### config.mk
export PLATFORM = sky130hd
export DESIGN_NAME = pcc_queue
export DESIGN_NICKNAME = d
export VERILOG_FILES = /design/src/rtl/pcc_pkg.sv /design/src/rtl/pcc_queue.sv
export SDC_FILE = /design/constraint.sdc
export NUM_CORES = 1
export LEC_CHECK = 0
export BUFFER_PORTS_ARGS = -buffer_cell sky130_fd_sc_hd__buf_2
export CAP_MARGIN = 20
export CORE_UTILIZATION = 40
export DETAILED_ROUTE_END_ITERATION = 10
export GPL_ROUTABILITY_DRIVEN = 0
export PLACE_DENSITY = 0.63
export SETUP_SLACK_MARGIN = 0.3
export SYNTH_ARGS = -nofsm -noshare
export SYNTH_HDL_FRONTEND = slang
export SYNTH_SLANG_ARGS = --single-unit
### constraint.sdc
create_clock -name clk -period 1.4 [get_ports clk]
set_input_delay 0.28 -clock clk [delete_from_list [all_inputs] [get_ports clk]]
set_output_delay 0.28 -clock clk [all_outputs]
set_load 0.1 [all_outputs]
### src/rtl/pcc_pkg.sv
// ----------------------------------------------------------------------------
// Pearson correlation package
// Shared constants, width helpers and control types for the correlation unit.
// ----------------------------------------------------------------------------
package pcc_pkg;

  // Limb and word sizes of the back-end arithmetic.
  localparam int LIMB_W = 32;
  localparam int WORD_W = 64;
  localparam int WIDE_W = 128;
  localparam int ACC_W  = 160;

  // Result format.
  localparam int R_W      = 16;
  localparam int STATUS_W = 2;

  // Status codes.
  localparam logic [STATUS_W-1:0] ST_OK       = 2'd0;
  localparam logic [STATUS_W-1:0] ST_ZERO_VAR = 2'd1;
  localparam logic [STATUS_W-1:0] ST_TOO_MANY = 2'd2;

  // Search bounds for the magnitude of r scaled by 2^15.
  localparam logic [R_W-1:0] SEARCH_HI = 16'd32768;
  localparam logic [R_W-1:0] R_MAX     = 16'd32767;

  // Depth of the queue between front and back (a power of two).
  localparam int QUEUE_DEPTH = 2;

  // Back-end sequencer states.
  typedef enum logic [2:0] {
    S_IDLE,
    S_MUL,
    S_ACC,
    S_STORE,
    S_CHECK,
    S_SEARCH,
    S_DONE
  } back_state_t;

  // Multiply jobs run on the shared limb multiplier.
  typedef enum logic [2:0] {
    JOB_C,
    JOB_A,
    JOB_B,
    JOB_AB,
    JOB_CC,
    JOB_T,
    JOB_L
  } job_t;

  // Width of the pair counter.
  function automatic int cnt_w(input int max_samples);
    return $clog2(max_samples + 1);
  endfunction

  // Width of the signed sums of x and y.
  function automatic int sx_w(input int sample_bits, input int max_samples);
    return sample_bits + $clog2(max_samples) + 1;
  endfunction

  // Width of the unsigned sums of squares.
  function automatic int sq_w(input int sample_bits, input int max_samples);
    return 2 * sample_bits - 1 + $clog2(max_samples);
  endfunction

  // Width of the signed sum of cross products.
  function automatic int xy_w(input int sample_bits, input int max_samples);
    return 2 * sample_bits + $clog2(max_samples);
  endfunction

  // Width of one series snapshot passed from front to back.
  function automatic int snap_w(input int sample_bits, input int max_samples);
    return 1 + cnt_w(max_samples) + 2 * sx_w(sample_bits, max_samples)
           + 2 * sq_w(sample_bits, max_samples) + xy_w(sample_bits, max_samples);
  endfunction

endpackage

### src/rtl/pcc_queue.sv
// ----------------------------------------------------------------------------
// Pearson correlation series queue
// Short first-in first-out buffer of series snapshots between front and back.
// ----------------------------------------------------------------------------
module pcc_queue #(
  parameter int WIDTH = 8
) (
  input  logic             clk,
  input  logic             rst,
  input  logic             push,
  input  logic [WIDTH-1:0] push_data,
  output logic             full,
  output logic             valid,
  output logic [WIDTH-1:0] head,
  input  logic             pop
);
  import pcc_pkg::*;

  localparam int PTR_W = $clog2(QUEUE_DEPTH);
  localparam int CNT_W = $clog2(QUEUE_DEPTH + 1);

  logic [WIDTH-1:0] slot [QUEUE_DEPTH];
  logic [PTR_W-1:0] wr_ptr, rd_ptr;
  logic [CNT_W-1:0] count;

  assign full  = count == CNT_W'(QUEUE_DEPTH);
  assign valid = count != '0;
  assign head  = slot[rd_ptr];

  // Pointers wrap naturally since the depth is a power of two.
  always_ff @(posedge clk) begin
    if (rst) begin
      wr_ptr <= '0;
      rd_ptr <= '0;
      count  <= '0;
    end else begin
      if (push) begin
        wr_ptr <= wr_ptr + 1'b1;
      end
      if (pop) begin
        rd_ptr <= rd_ptr + 1'b1;
      end
      if (push && !pop) begin
        count <= count + 1'b1;
      end else if (pop && !push) begin
        count <= count - 1'b1;
      end
    end
  end

  // Entry storage.
  always_ff @(posedge clk) begin
    if (push) begin
      slot[wr_ptr] <= push_data;
    end
  end

endmodule

; Word level (Yosys, flattened, before mapping)
; Memories as Yosys holds them, arrays and structs flattened. A register that Yosys moved wholly into a read port is not among the register bits.
; Cells that the tools add are included.
[totals]
register_bits = 4
ramBits = 16
inputBits = 12
out_inout_bits = 10
n_memories = 1
[memory_table]
columns = name, words, width, rd, rd_ports_with_merged_regs, wr, line
row1 = slot, 2, 8, 1, 1, 1, pcc_queue.sv:22  ; logic [WIDTH-1:0] slot [QUEUE_DEPTH];
[op_classes]
add_sub_neg = 4
eq_ne = 1
n_mux = 6
n_reduce_logical = 6
[op_table]
columns = op, count
row1 = 1-bit 2-to-1 mux, 4
row2 = 2-bit 2-to-1 mux, 2
row3 = 2-bit nonzero test, 2
row4 = "1-bit adder, second input constant", 2
row5 = "2-bit by 1-bit adder with 2-bit output, second input constant", 1
row6 = "2-bit equality test, second input constant", 1
row7 = 1-bit logical AND, 2
row8 = 1-bit zero test, 2
row9 = "2-bit by 1-bit subtractor with 2-bit output, second input constant", 1

; Longest topological paths before layout
[depth]
word_depth = 4
depth_mapped = 5
ltp_nobuf = 5

; Worst setup path before layout
; OpenSTA, ideal clock, no wires.
[synth_path]
path_kind = register to output
from = register with a tool-made name
to = output port head[0]
t_arrival_ns = 1.018
required_ns = 1.120
slack_ns = 0.102
path_stages_with_launch = 3
path_buffers = 1
path_cell_list = dfxtp_1 -> buf_2 -> mux2_2
[synth_rtl]
columns = item, line
row1 = to (decl), pcc_queue.sv:14  ; output logic [WIDTH-1:0] head,

==> results.md <==
- Number of max-slew violations in the final report: 0
- Number of routed nets with antenna violations: 0
- RSZ-0062 raised after global routing: true
- Maximum number of pins on one net before global-route repair: 12
- DRC violation total after the first TritonRoute iteration: 11
- Crit start category: flop
- Yosys synthesis warning count: 0
- Vias in the first global route: between 400 and 500
- Total routing usage reported by global routing: between 10% and 20%
- Final hold vios: 0
- Number of nets at the end of the flow: 88
- Maximum buffer depth of the clock tree: 2
- Number of clock sinks: 21
- Synthesized net count: 60
- Netlist cell types: 16
- PnR worst setup slack: -0.122 ns
- Flop and latch count out of synthesis: 21
- Pin slew with the least headroom to its limit: just over 0.2 ns
- Drt total wl: 1.16 mm
- Number of clock buffers inserted by TritonCTS: 3
- Die X: roughly 46 µm
- Share of layout cells above drive strength 1: between 50 and 60%
- Worst reg2reg path depth: 4
- Leakage power figure: ~0.48 nW
- Post-Place Cells: between 90 and 100
- IO buf count: 21
- Fmax: approximately 0.66 GHz
- Final std cells w/o fill: between 90 and 100
- Per-instance average area after synthesis: approximately 17 µm²
- Via Count: 436
- Synthesis-to-layout area growth: 51.3%
- Area of the core: 0.00178 mm²
- Boundary pin count: 22
- Critical path arrival: roughly 1.2 ns
- Mapped Cells: between 40 and 50
- Final design utilization: 66.7%
- Antenna diodes: 0
- Worst relative slew slack: 86.3%
- Final setup fails: 8
- Critical path peak fanout: 8
- CTS clock-pin slew for the worst setup and hold paths: around 0.11 ns
- Maximum resistive drop on vdd: roughly 0.97 mV
- Initial core utilization: around 44%
- Min-Delay Path Class: primary input to flop
- Result of the run: finished, violations left
- Number of stages on the worst hold path: 1
- Synthesized cell area: roughly 790 µm²
- Number of remaining DRC errors: 0
- Setup tns final: -0.942 ns
- Failing checks: negative setup slack
- Wire length of the first global-routing pass: 1.78 mm
- Sequential fraction of the synthesis area: roughly three quarters
- Critical path start-end classification: flop to primary output
- Worst Skew: 0.00463 ns
- Die height: ~46 µm
- TritonCTS clock tree: built
- Maximum capacitance violations: 0
- Area enclosed by the die boundary: around 0.0021 mm²
- Root buf cell: clkbuf_4
- Row cnt: 15
- Drt wl/cell: ~12 µm
- Worst setup slack for register-to-register paths: between 0.3 and 0.4 ns
- Kind of end point of the critical path: primary output
- Via-to-Cell Ratio: 4.40
- PD cells: about 1400 mW/mm²
- Cell area after layout: 0.00119 mm²
- Number of iterations in the first detailed-routing pass: 3
- Latest clock arrival within the worst-skew pair: between 0.2 and 0.3 ns
- Count of H-tree levels built during CTS: 1
- Number of hold buffers added after cts: 0
- DP Area: 1000 µm²
- Antenna violations before repair: 0
- Worst Path Required: 1.12 ns
- Shortest clock period the worst path allows after layout: 1.52 ns
- Share of the clock period used by the worst path after layout: 109%
- DP HPWL: 799 µm
- Remaining global-route overflow: 0
- Setup Slack @ Placement: around 0.034 ns
-- report_power, final --
| group | leakage (nW) | internal [W] | switching, W | total (W) |
|---|---|---|---|---|
| sequential | 0.193 | 0.000722 | 0.0000297 | 0.000752 |
| combinational | 0.269 | 0.000250 | 0.000360 | 0.000610 |
| clock | 0.0150 | 0.000111 | 0.000169 | 0.000280 |
| total | 0.476 | 0.00108 | 0.000559 | 0.00164 |
-- worst paths after layout --
path | from | endpoint
worst max-delay path | flop | head[3]
worst min-delay path | push_data[7] | slot[0][7]$_DFFE_PP_
worst max register to register | count[0]$_SDFFE_PP0P_ | count[1]$_SDFFE_PP0P_
worst min register to register | count[1]$_SDFFE_PP0P_ | count[1]$_SDFFE_PP0P_
-- sequential cells by signal, indices dropped and copies added, names as in the netlist, named ones only --
signal / flops
rd_ptr: 1
count: 2
slot: 16
wr_ptr: 1
-- layer usage --
layer / vias up / global-route usage, % / wire [µm]
li1: 220 / - / -
met5: - / 0 / 0
met4: 0 / 8.82 / 0
met2: 12 / 19.2 / 581
met3: 0 / 3.92 / 46
met1: 204 / 15.3 / 531
-- repair_timing --
action,in CTS,in global routing
pin swaps,3,2
endpoints found under the setup margin,10,19
setup buffers,2,0
cloned,0,0
gates resized for setup,39,2
endpoints found under the hold margin,0,0
-- Yosys cell counts --
library cell,count,share of area (%)
inv_1,1,0.48
or3_1,1,0.80
or2_2,1,0.80
mux2_2,8,11
dfxtp_1,5,13
xnor2_1,2,2.2
nor2b_1,1,0.80
nor2_1,4,1.9
and2_1,1,0.80
edfxtp_1,16,61
a21oi_1,1,0.64
o21ai_0,1,0.64
xor2_1,2,2.2
ha_1,1,1.6
and2b_2,1,1.1
buf_2,1,0.64
-- critical path, cell delays in order (launching register included) --
cell and delay, ns:
dfxtp_4 0.45, mux2_4 0.33, buf_12 0.17
-- layout by cell type (no fill, tap or decap), drive strengths merged --
cell	netlist	layout
buf	1	24
edfxtp	16	16
mux2	8	8
dfxtp	5	5
nor2	4	4
clkbuf	0	4
xnor2	2	2
xor2	2	2
or2	1	1
and2	1	1
and2b	1	1
nor2b	1	1
o21ai	1	1
or3	1	1
a21oi	1	1
inv	1	1
ha	1	1
-- cell type report --
| cell class | instances | area [µm²] |
|---|---|---|
| inverter | 1 | 3.75 |
| clock buffer | 4 | 26.3 |
| fill | 136 | 594 |
| multi-input combinational | 24 | 255 |
| timing repair buffer | 24 | 285 |
| sequential | 21 | 587 |
| tap | 25 | 31.3 |
-- metrics by stage --
| stage | power, W | hold WS, ns |
|---|---|---|
| 6_report | 0.00164 | 0.168 |
| 5_1_grt | 0.00171 | 0.141 |
| 4_1_cts | 0.00166 | 0.154 |
| 3_5_place_dp | 0.00125 | 0.471 |
| 3_3_place_gp | 0.00124 | 0.469 |
| 2_1_floorplan | 0.00114 | 0.345 |
-- logic make-up after synthesis --
logic type,Yosys count,synth area share [%]
DFF,21,73.9
and+or+nand+nor,9,6.21
muxes,8,11.5
xor gates and xnor gates,4,4.46
AOI/OAI and AO/OA,2,1.27
buffers and inverters,2,1.11
adders and majority gates,1,1.59
Note: power is estimated with default switching activity, not from simulation.
