==> src/rtl/pcc_pkg.sv <==
// ----------------------------------------------------------------------------
// Pearson correlation package
// Shared constants, width helpers and control types for the correlation unit.
// ----------------------------------------------------------------------------
package pcc_pkg;

  // Limb and word sizes of the back-end arithmetic.
  localparam int LIMB_W = 32;
  localparam int WORD_W = 64;
  localparam int WIDE_W = 128;
  localparam int ACC_W  = 160;

  // Result format.
  localparam int R_W      = 16;
  localparam int STATUS_W = 2;

  // Status codes.
  localparam logic [STATUS_W-1:0] ST_OK       = 2'd0;
  localparam logic [STATUS_W-1:0] ST_ZERO_VAR = 2'd1;
  localparam logic [STATUS_W-1:0] ST_TOO_MANY = 2'd2;

  // Search bounds for the magnitude of r scaled by 2^15.
  localparam logic [R_W-1:0] SEARCH_HI = 16'd32768;
  localparam logic [R_W-1:0] R_MAX     = 16'd32767;

  // Depth of the queue between front and back (a power of two).
  localparam int QUEUE_DEPTH = 2;

  // Back-end sequencer states.
  typedef enum logic [2:0] {
    S_IDLE,
    S_MUL,
    S_ACC,
    S_STORE,
    S_CHECK,
    S_SEARCH,
    S_DONE
  } back_state_t;

  // Multiply jobs run on the shared limb multiplier.
  typedef enum logic [2:0] {
    JOB_C,
    JOB_A,
    JOB_B,
    JOB_AB,
    JOB_CC,
    JOB_T,
    JOB_L
  } job_t;

  // Width of the pair counter.
  function automatic int cnt_w(input int max_samples);
    return $clog2(max_samples + 1);
  endfunction

  // Width of the signed sums of x and y.
  function automatic int sx_w(input int sample_bits, input int max_samples);
    return sample_bits + $clog2(max_samples) + 1;
  endfunction

  // Width of the unsigned sums of squares.
  function automatic int sq_w(input int sample_bits, input int max_samples);
    return 2 * sample_bits - 1 + $clog2(max_samples);
  endfunction

  // Width of the signed sum of cross products.
  function automatic int xy_w(input int sample_bits, input int max_samples);
    return 2 * sample_bits + $clog2(max_samples);
  endfunction

  // Width of one series snapshot passed from front to back.
  function automatic int snap_w(input int sample_bits, input int max_samples);
    return 1 + cnt_w(max_samples) + 2 * sx_w(sample_bits, max_samples)
           + 2 * sq_w(sample_bits, max_samples) + xy_w(sample_bits, max_samples);
  endfunction

endpackage

==> src/rtl/pcc_front.sv <==
// ----------------------------------------------------------------------------
// Pearson correlation front end
// Forms the sample products, keeps the running sums and hands a snapshot of
// each finished series to the queue.
// ----------------------------------------------------------------------------
module pcc_front #(
  parameter int MAX_SAMPLES = 1024,
  parameter int SAMPLE_BITS = 16
) (
  input  logic                                              clk,
  input  logic                                              rst,
  input  logic                                              in_valid,
  output logic                                              in_stall,
  input  logic signed [15:0]                                x_sample,
  input  logic signed [15:0]                                y_sample,
  input  logic                                              last,
  output logic                                              push,
  output logic [pcc_pkg::snap_w(SAMPLE_BITS, MAX_SAMPLES)-1:0] push_data,
  input  logic                                              q_full
);
  import pcc_pkg::*;

  localparam int CNT_W  = cnt_w(MAX_SAMPLES);
  localparam int SX_W   = sx_w(SAMPLE_BITS, MAX_SAMPLES);
  localparam int SQ_W   = sq_w(SAMPLE_BITS, MAX_SAMPLES);
  localparam int XY_W   = xy_w(SAMPLE_BITS, MAX_SAMPLES);
  localparam int PSQ_W  = 2 * SAMPLE_BITS - 1;
  localparam int PXY_W  = 2 * SAMPLE_BITS;

  logic signed [SAMPLE_BITS-1:0] xs, ys;
  logic signed [PXY_W-1:0]       xx_full, yy_full, xy_full;

  // Product stage registers.
  logic                          p_valid;
  logic                          p_last;
  logic signed [SAMPLE_BITS-1:0] p_x, p_y;
  logic [PSQ_W-1:0]              p_xx, p_yy;
  logic signed [PXY_W-1:0]       p_xy;

  // Accumulators.
  logic [CNT_W-1:0]        cnt, cnt_next;
  logic signed [SX_W-1:0]  sx, sx_next, sy, sy_next;
  logic [SQ_W-1:0]         sxx, sxx_next, syy, syy_next;
  logic signed [XY_W-1:0]  sxy, sxy_next;
  logic                    ovf, ovf_next;
  logic                    advance;

  // Samples are taken at SAMPLE_BITS and sign-extended from there.
  assign xs = $signed(SAMPLE_BITS'($unsigned(x_sample)));
  assign ys = $signed(SAMPLE_BITS'($unsigned(y_sample)));
  assign xx_full = xs * xs;
  assign yy_full = ys * ys;
  assign xy_full = xs * ys;

  // The only hold-up is a finished series that finds the queue full.
  assign in_stall = p_valid && p_last && q_full;
  assign advance  = !in_stall;
  assign push     = p_valid && p_last && !q_full;

  // Product stage.
  always_ff @(posedge clk) begin
    if (rst) begin
      p_valid <= 1'b0;
    end else if (advance) begin
      p_valid <= in_valid;
    end
    if (advance && in_valid) begin
      p_last <= last;
      p_x    <= xs;
      p_y    <= ys;
      p_xx   <= PSQ_W'($unsigned(xx_full));
      p_yy   <= PSQ_W'($unsigned(yy_full));
      p_xy   <= xy_full;
    end
  end

  // Next accumulator values; a pair past the limit only raises the flag.
  always_comb begin
    cnt_next = cnt;
    sx_next  = sx;
    sy_next  = sy;
    sxx_next = sxx;
    syy_next = syy;
    sxy_next = sxy;
    ovf_next = ovf;
    if (p_valid) begin
      if (cnt >= CNT_W'(MAX_SAMPLES)) begin
        ovf_next = 1'b1;
      end else begin
        cnt_next = cnt + 1'b1;
        sx_next  = sx + SX_W'(p_x);
        sy_next  = sy + SX_W'(p_y);
        sxx_next = sxx + SQ_W'(p_xx);
        syy_next = syy + SQ_W'(p_yy);
        sxy_next = sxy + XY_W'(p_xy);
      end
    end
  end

  assign push_data = {ovf_next, cnt_next, sx_next, sy_next, sxx_next, syy_next, sxy_next};

  // Accumulator registers clear after the last pair of a series.
  always_ff @(posedge clk) begin
    if (rst) begin
      cnt <= '0;
      sx  <= '0;
      sy  <= '0;
      sxx <= '0;
      syy <= '0;
      sxy <= '0;
      ovf <= 1'b0;
    end else if (advance) begin
      if (p_valid && p_last) begin
        cnt <= '0;
        sx  <= '0;
        sy  <= '0;
        sxx <= '0;
        syy <= '0;
        sxy <= '0;
        ovf <= 1'b0;
      end else begin
        cnt <= cnt_next;
        sx  <= sx_next;
        sy  <= sy_next;
        sxx <= sxx_next;
        syy <= syy_next;
        sxy <= sxy_next;
        ovf <= ovf_next;
      end
    end
  end

endmodule

==> config.mk <==
export PLATFORM = sky130hd
export DESIGN_NAME = pcc_front
export DESIGN_NICKNAME = d
export VERILOG_FILES = /design/src/rtl/pcc_pkg.sv /design/src/rtl/pcc_front.sv
export SDC_FILE = /design/constraint.sdc
export NUM_CORES = 2
export LEC_CHECK = 0
export BUFFER_PORTS_ARGS = -buffer_cell sky130_fd_sc_hd__buf_2
export CAP_MARGIN = 20
export CORE_MARGIN = 2
export CORE_UTILIZATION = 35
export DETAILED_ROUTE_END_ITERATION = 10
export PLACE_DENSITY_LB_ADDON = 0.15
export SETUP_SLACK_MARGIN = 0.02
export SKIP_LAST_GASP = 1
export SLEW_MARGIN = 40
export SYNTH_ARGS = -nofsm -noshare
export SYNTH_HDL_FRONTEND = slang
export SYNTH_SLANG_ARGS = --single-unit
==> constraint.sdc <==
create_clock -name clk -period 12.34 [get_ports clk]
set_input_delay 2.468 -clock clk [delete_from_list [all_inputs] [get_ports clk]]
set_output_delay 2.468 -clock clk [all_outputs]
set_load 0.02 [all_outputs]
# == Word level (Yosys, flattened, before mapping) ==
# Index checks and enable logic that the tools add are counted.
# Widths: inputs -> output; s select.
# op_classes
reduce_logical,6
order_cmp,1
n_mux,21
n_addsub,6
n_mul,3
# op_table
operator,n
$mux 41,6
$mux 27,6
$mux 42,3
$add 41x31->41,2
$mul 16x16->31,2
$add 27x16->27,2
$add 42x32->42,1
$mux 11,3
$mul 16x16->32,1
$add 11x1->11 const B,1
$ge 11x11->1 const B,1
$logic_and 1x1->1,4
$mux 1,3
$logic_not 1->1,2
# word_totals
word_cells,51
reg_bits,318

# == Depth between registers and ports, before layout ==
# depth
ltp_word,4
depth_mapped,25
ltp_nobuf,24

# == Worst setup path after synthesis ==
# Ideal clock, no wire load.
# synth_path
kind,input-to-reg
from,input port q_full
to,register p_last (enable)
stages,3
t_required_ps,11722
slack_ps,3492
arrival_time_ps,8229
path_cell_list,nand2_1 > clkinv_1 > nor2b_1
# synth_between
elab_chain_cells,3
# synth_lines
element,line_no,source
start: declaration,pcc_front.sv:19,input logic q_full
$logic_and 1x1->1,pcc_front.sv:56,assign in_stall = p_valid && p_last && q_full;
$logic_not 1->1,pcc_front.sv:57,assign advance = !in_stall;
$logic_and 1x1->1,pcc_front.sv:67,if (advance && in_valid) begin
end signal: assignment,pcc_front.sv:68,p_last <= last;
end: declaration,pcc_front.sv:35,logic p_last;
# Every way passes these cells.
# A chain may end at the register's enable or synchronous reset.

# == Worst setup path in the final report ==
# layout_path
from,input port x_sample[14]
to,"register p_xy[25], data pin"
# layout_between
elab_chain_cells,1
# layout_lines
element,line_no,source
start: declaration,pcc_front.sv:14,"input logic signed [15:0] x_sample,"
$mul 16x16->32,pcc_front.sv:53,assign xy_full = xs * ys;
net xy_full[25],pcc_front.sv:31,"logic signed [PXY_W-1:0] xx_full, yy_full, xy_full;"
end signal: assignment,pcc_front.sv:73,p_xy <= xy_full;
end: declaration,pcc_front.sv:38,logic signed [PXY_W-1:0] p_xy;
# The timed path passes the listed nets, and every way through them passes these cells.

==> impl_metrics.csv <==
group,metric,value,unit
clock_tree,cts_tree,"built",
floorplan,core_area,135300,um2
critical_path,slowest_stage,"fa_1",
route,wl,146800,um
route,post-route-drc-count,0,
hold_path,hp-class,"flip-flop to flip-flop",
critical_path,cp-end-kind,"flip-flop",
floorplan,pin_count,229,
yosys,synth_cells,5463,
placed_design,gp_congestion,0.8924,
critical_path,max_stage_delay,0.54,ns
clock_tree,ctsResizeCount,0,
run_status,status,"complete, no violations",
critical_path,critPathMostFrequentCell,"fa_1",
timing,slew_headroom,0.4148,
timing,fin_crit_sh,0.7214,
timing,skew,0.02835,ns
yosys,ys_warn_count,0,
global_route,grt.total_usage,0.2115,
critical_path,cp_cell_sequence,"buf_2, inv_2, nor2_1, fa_1, inv_1, fa_1, fa_1, inv_1, fa_1, fa_1, inv_1, fa_1, inv_1, ha_1, a21o_1, a211o_1, o21ai_0, o31a_1, o41ai_2, a211o_1, o211ai_1, a21oi_1, o311ai_0",
critical_path,critPathMaxFanout,27,
timing,grt_setup_unrepaired,"no",
yosys,ys_ff_latch,314,
hold_path,hold_depth,2,
clock_tree,cts_hold_buf,0,
critical_path,critPathKind,"primary input to flip-flop",
route,drtIter0Drc,2392,
clock_tree,clock_latency,0.61,ns
timing,hold_viol_final,0,
clock_tree,clockBufferDepth,3,
yosys,syn_area,47680,um2
critical_path,cp.required,12.67,ns
cells_and_area,final_nets,6736,
clock_tree,htree_levels,2,
placed_design,placedInstanceArea,50790,um2
timing,whs,0.4806,ns
route,drtPass1Iterations,5,
yosys,synth_cell_types,91,
route,dr_total_vias,37332,
run,drv_cap,0,
clock_tree,post-cts-setup-buffers,0,
clock_tree,cts_made_buffers,44,
route,ant_nets,0,
yosys,synth_nets,6632,
placed_design,dp_hpwl,114400,um
floorplan,initial_core_util,0.3524,
yosys,ys.flop_type,"dfxtp_1",
clock_tree,clkTransAtPathRegs,0.06,ns
critical_path,cp.arrival,9.24,ns
cells_and_area,syn2layout_area_growth,9.562,%
global_route,grt_first_pass_wirelength,228500,um
timing,period_needed,8.902,ns
critical_path,r2r_cells,11,
clock_tree,clockRootBuffer,"clkbuf_16",
cells_and_area,drive_gt1_frac,0.07728,
timing,setup_viol,0,
route,viasPerCell,5.054,
timing,slew_viol_final,0,
floorplan,dieArea,139200,um2
clock_tree,cts.sink_count,314,
yosys,syn_avg_cell_area,8.728,um2
yosys,synth_top_area_cell,"fa_1",
floorplan,die_x,373.1,um
global_route,antenna_found_initial,13,
yosys,synthArstFlopShare,0,
placed_design,io_buffers,228,
critical_path,worstSetupStartpointType,"primary input",
global_route,grt_pass1_vias,38668,
yosys,synth_top_cell_area_share,0.3031,
floorplan,rows,135,
timing,max_freq,0.1123,GHz
cells_and_area,fillCellCount,13953,
critical_path,rrSetupSlack,8.39,ns
timing,worst_slew_pin_slew,0.8686,ns
global_route,grt-ovfl-total,0,
yosys,synthTopCellsByArea,"fa_1, ha_1, dfxtp_1",
route,wl_per_cell,19.87,um
global_route,grt_max_degree,174,
yosys,seq_area_frac_synth,0.1577,
cells_and_area,final_cell_area,52240,um2
yosys,synth-edff-count,123,
floorplan,die_h,373.1,um
timing,tns,0,ns
## per-layer routing
layer	wire [um]	vias to the layer above	share of wire	global-route usage
met2	64080	842	0.44	0.3328
met1	70790	18510	0.48	0.3026
met5	51	-	0.00035	0
met4	3026	8	0.021	0.04556
met3	8859	137	0.060	0.03756
li1	-	17835	-	-
## cell families after synthesis
| group | share of synthesized area |
|---|---|
| AO/OA/AOI/OAI | 0.1371 |
| XOR/XNOR | 0.04996 |
| adder cells (fa/ha/maj) | 0.4107 |
| buffers and inverters | 0.09580 |
| flip-flops | 0.1577 |
| multiplexers | 0.003674 |
| AND/OR/NAND/NOR | 0.1451 |
## registers in the layout, indices dropped and copies added (netlist names), 11 cells and up
signal	flops
sxx	41
p_yy	29
sy	27
cnt	11
p_xy	32
p_y	16
p_x	16
sxy	42
sx	27
syy	41
p_xx	29
## final timing paths
path	start	end
worst max-delay path	x_sample[14]	p_xy[25]
worst min-delay path	sx[23]	sx[23]
worst max register to register	p_y[0]	syy[36]
worst min register to register	sx[23]	sx[23]
## synth_stat cells (11+ instances only)
library cell,number
nand2b_1,40
o31ai_1,29
and3_1,38
nor3_1,52
xnor2_1,161
inv_1,976
o21ai_1,13
clkbuf_1,212
o21a_1,31
and2_1,171
a31oi_1,29
o211ai_1,18
or2_2,12
nand2_1,658
a21oi_1,239
a21o_1,126
o21bai_1,28
dfxtp_1,191
a211oi_1,26
o21ai_0,298
a211o_1,11
a22o_1,15
nand3_1,113
nor2_1,283
edfxtp_1,123
xor2_1,111
ha_1,410
or3_1,15
a22oi_1,23
fa_1,722
a31o_2,15
nor2b_1,26
nand4_1,20
mux2i_1,13
nor3b_1,18
buf_1,11
a2bb2oi_1,13
## critical path, delay by kind of cell
kind                     cells  cell delay (ns)
adder cells (fa/ha/maj)      7             3.24
AO/OA/AOI/OAI                9             1.96
buffers and inverters        6             1.11
AND/OR/NAND/NOR              1             0.42
## through the flow
step / cells / setup slack, ns / utilization
after floorplan: 5463 / 3.492 / -
after global placement: 7295 / 2.787 / 0.3743
after detailed placement: 7301 / 2.874 / 0.3754
after CTS: 7383 / 3.498 / 0.3858
after global routing: 7384 / 2.824 / 0.3861
final: 7387 / 3.438 / 0.3861
## cell usage in the layout (no fill, tap or decap), types with 28 or more instances in the layout
master and n:
a21o_1 126, a21oi_1 239, a31oi_1 28, and2_1 170
and3_1 38, buf_2 225, buf_4 50, clkbuf_16 44
dfxtp_1 191, edfxtp_1 123, fa_1 722, ha_1 410
inv_1 976, nand2_1 656, nand2b_1 39, nand3_1 113
nor2_1 280, nor3_1 52, o21a_1 31, o21ai_0 298
o21bai_1 28, o31ai_1 29, xnor2_1 161, xor2_1 111
## area by class of cell
cell class              instances  area (um2)  area share
multi-input cells            3935       35670      0.6828
flip-flops and latches        314        7517      0.1439
inverters                     986        3701     0.07085
well taps                    1781        2228     0.04266
repair buffers                286        1703     0.03260
clock buffers                  54        1189     0.02275
clock inverters                28       222.7    0.004263
diodes                          3       7.507   0.0001437
Power is not shown: default switching activity piles up to over one toggle a cycle in this logic, so the estimate is an artifact.
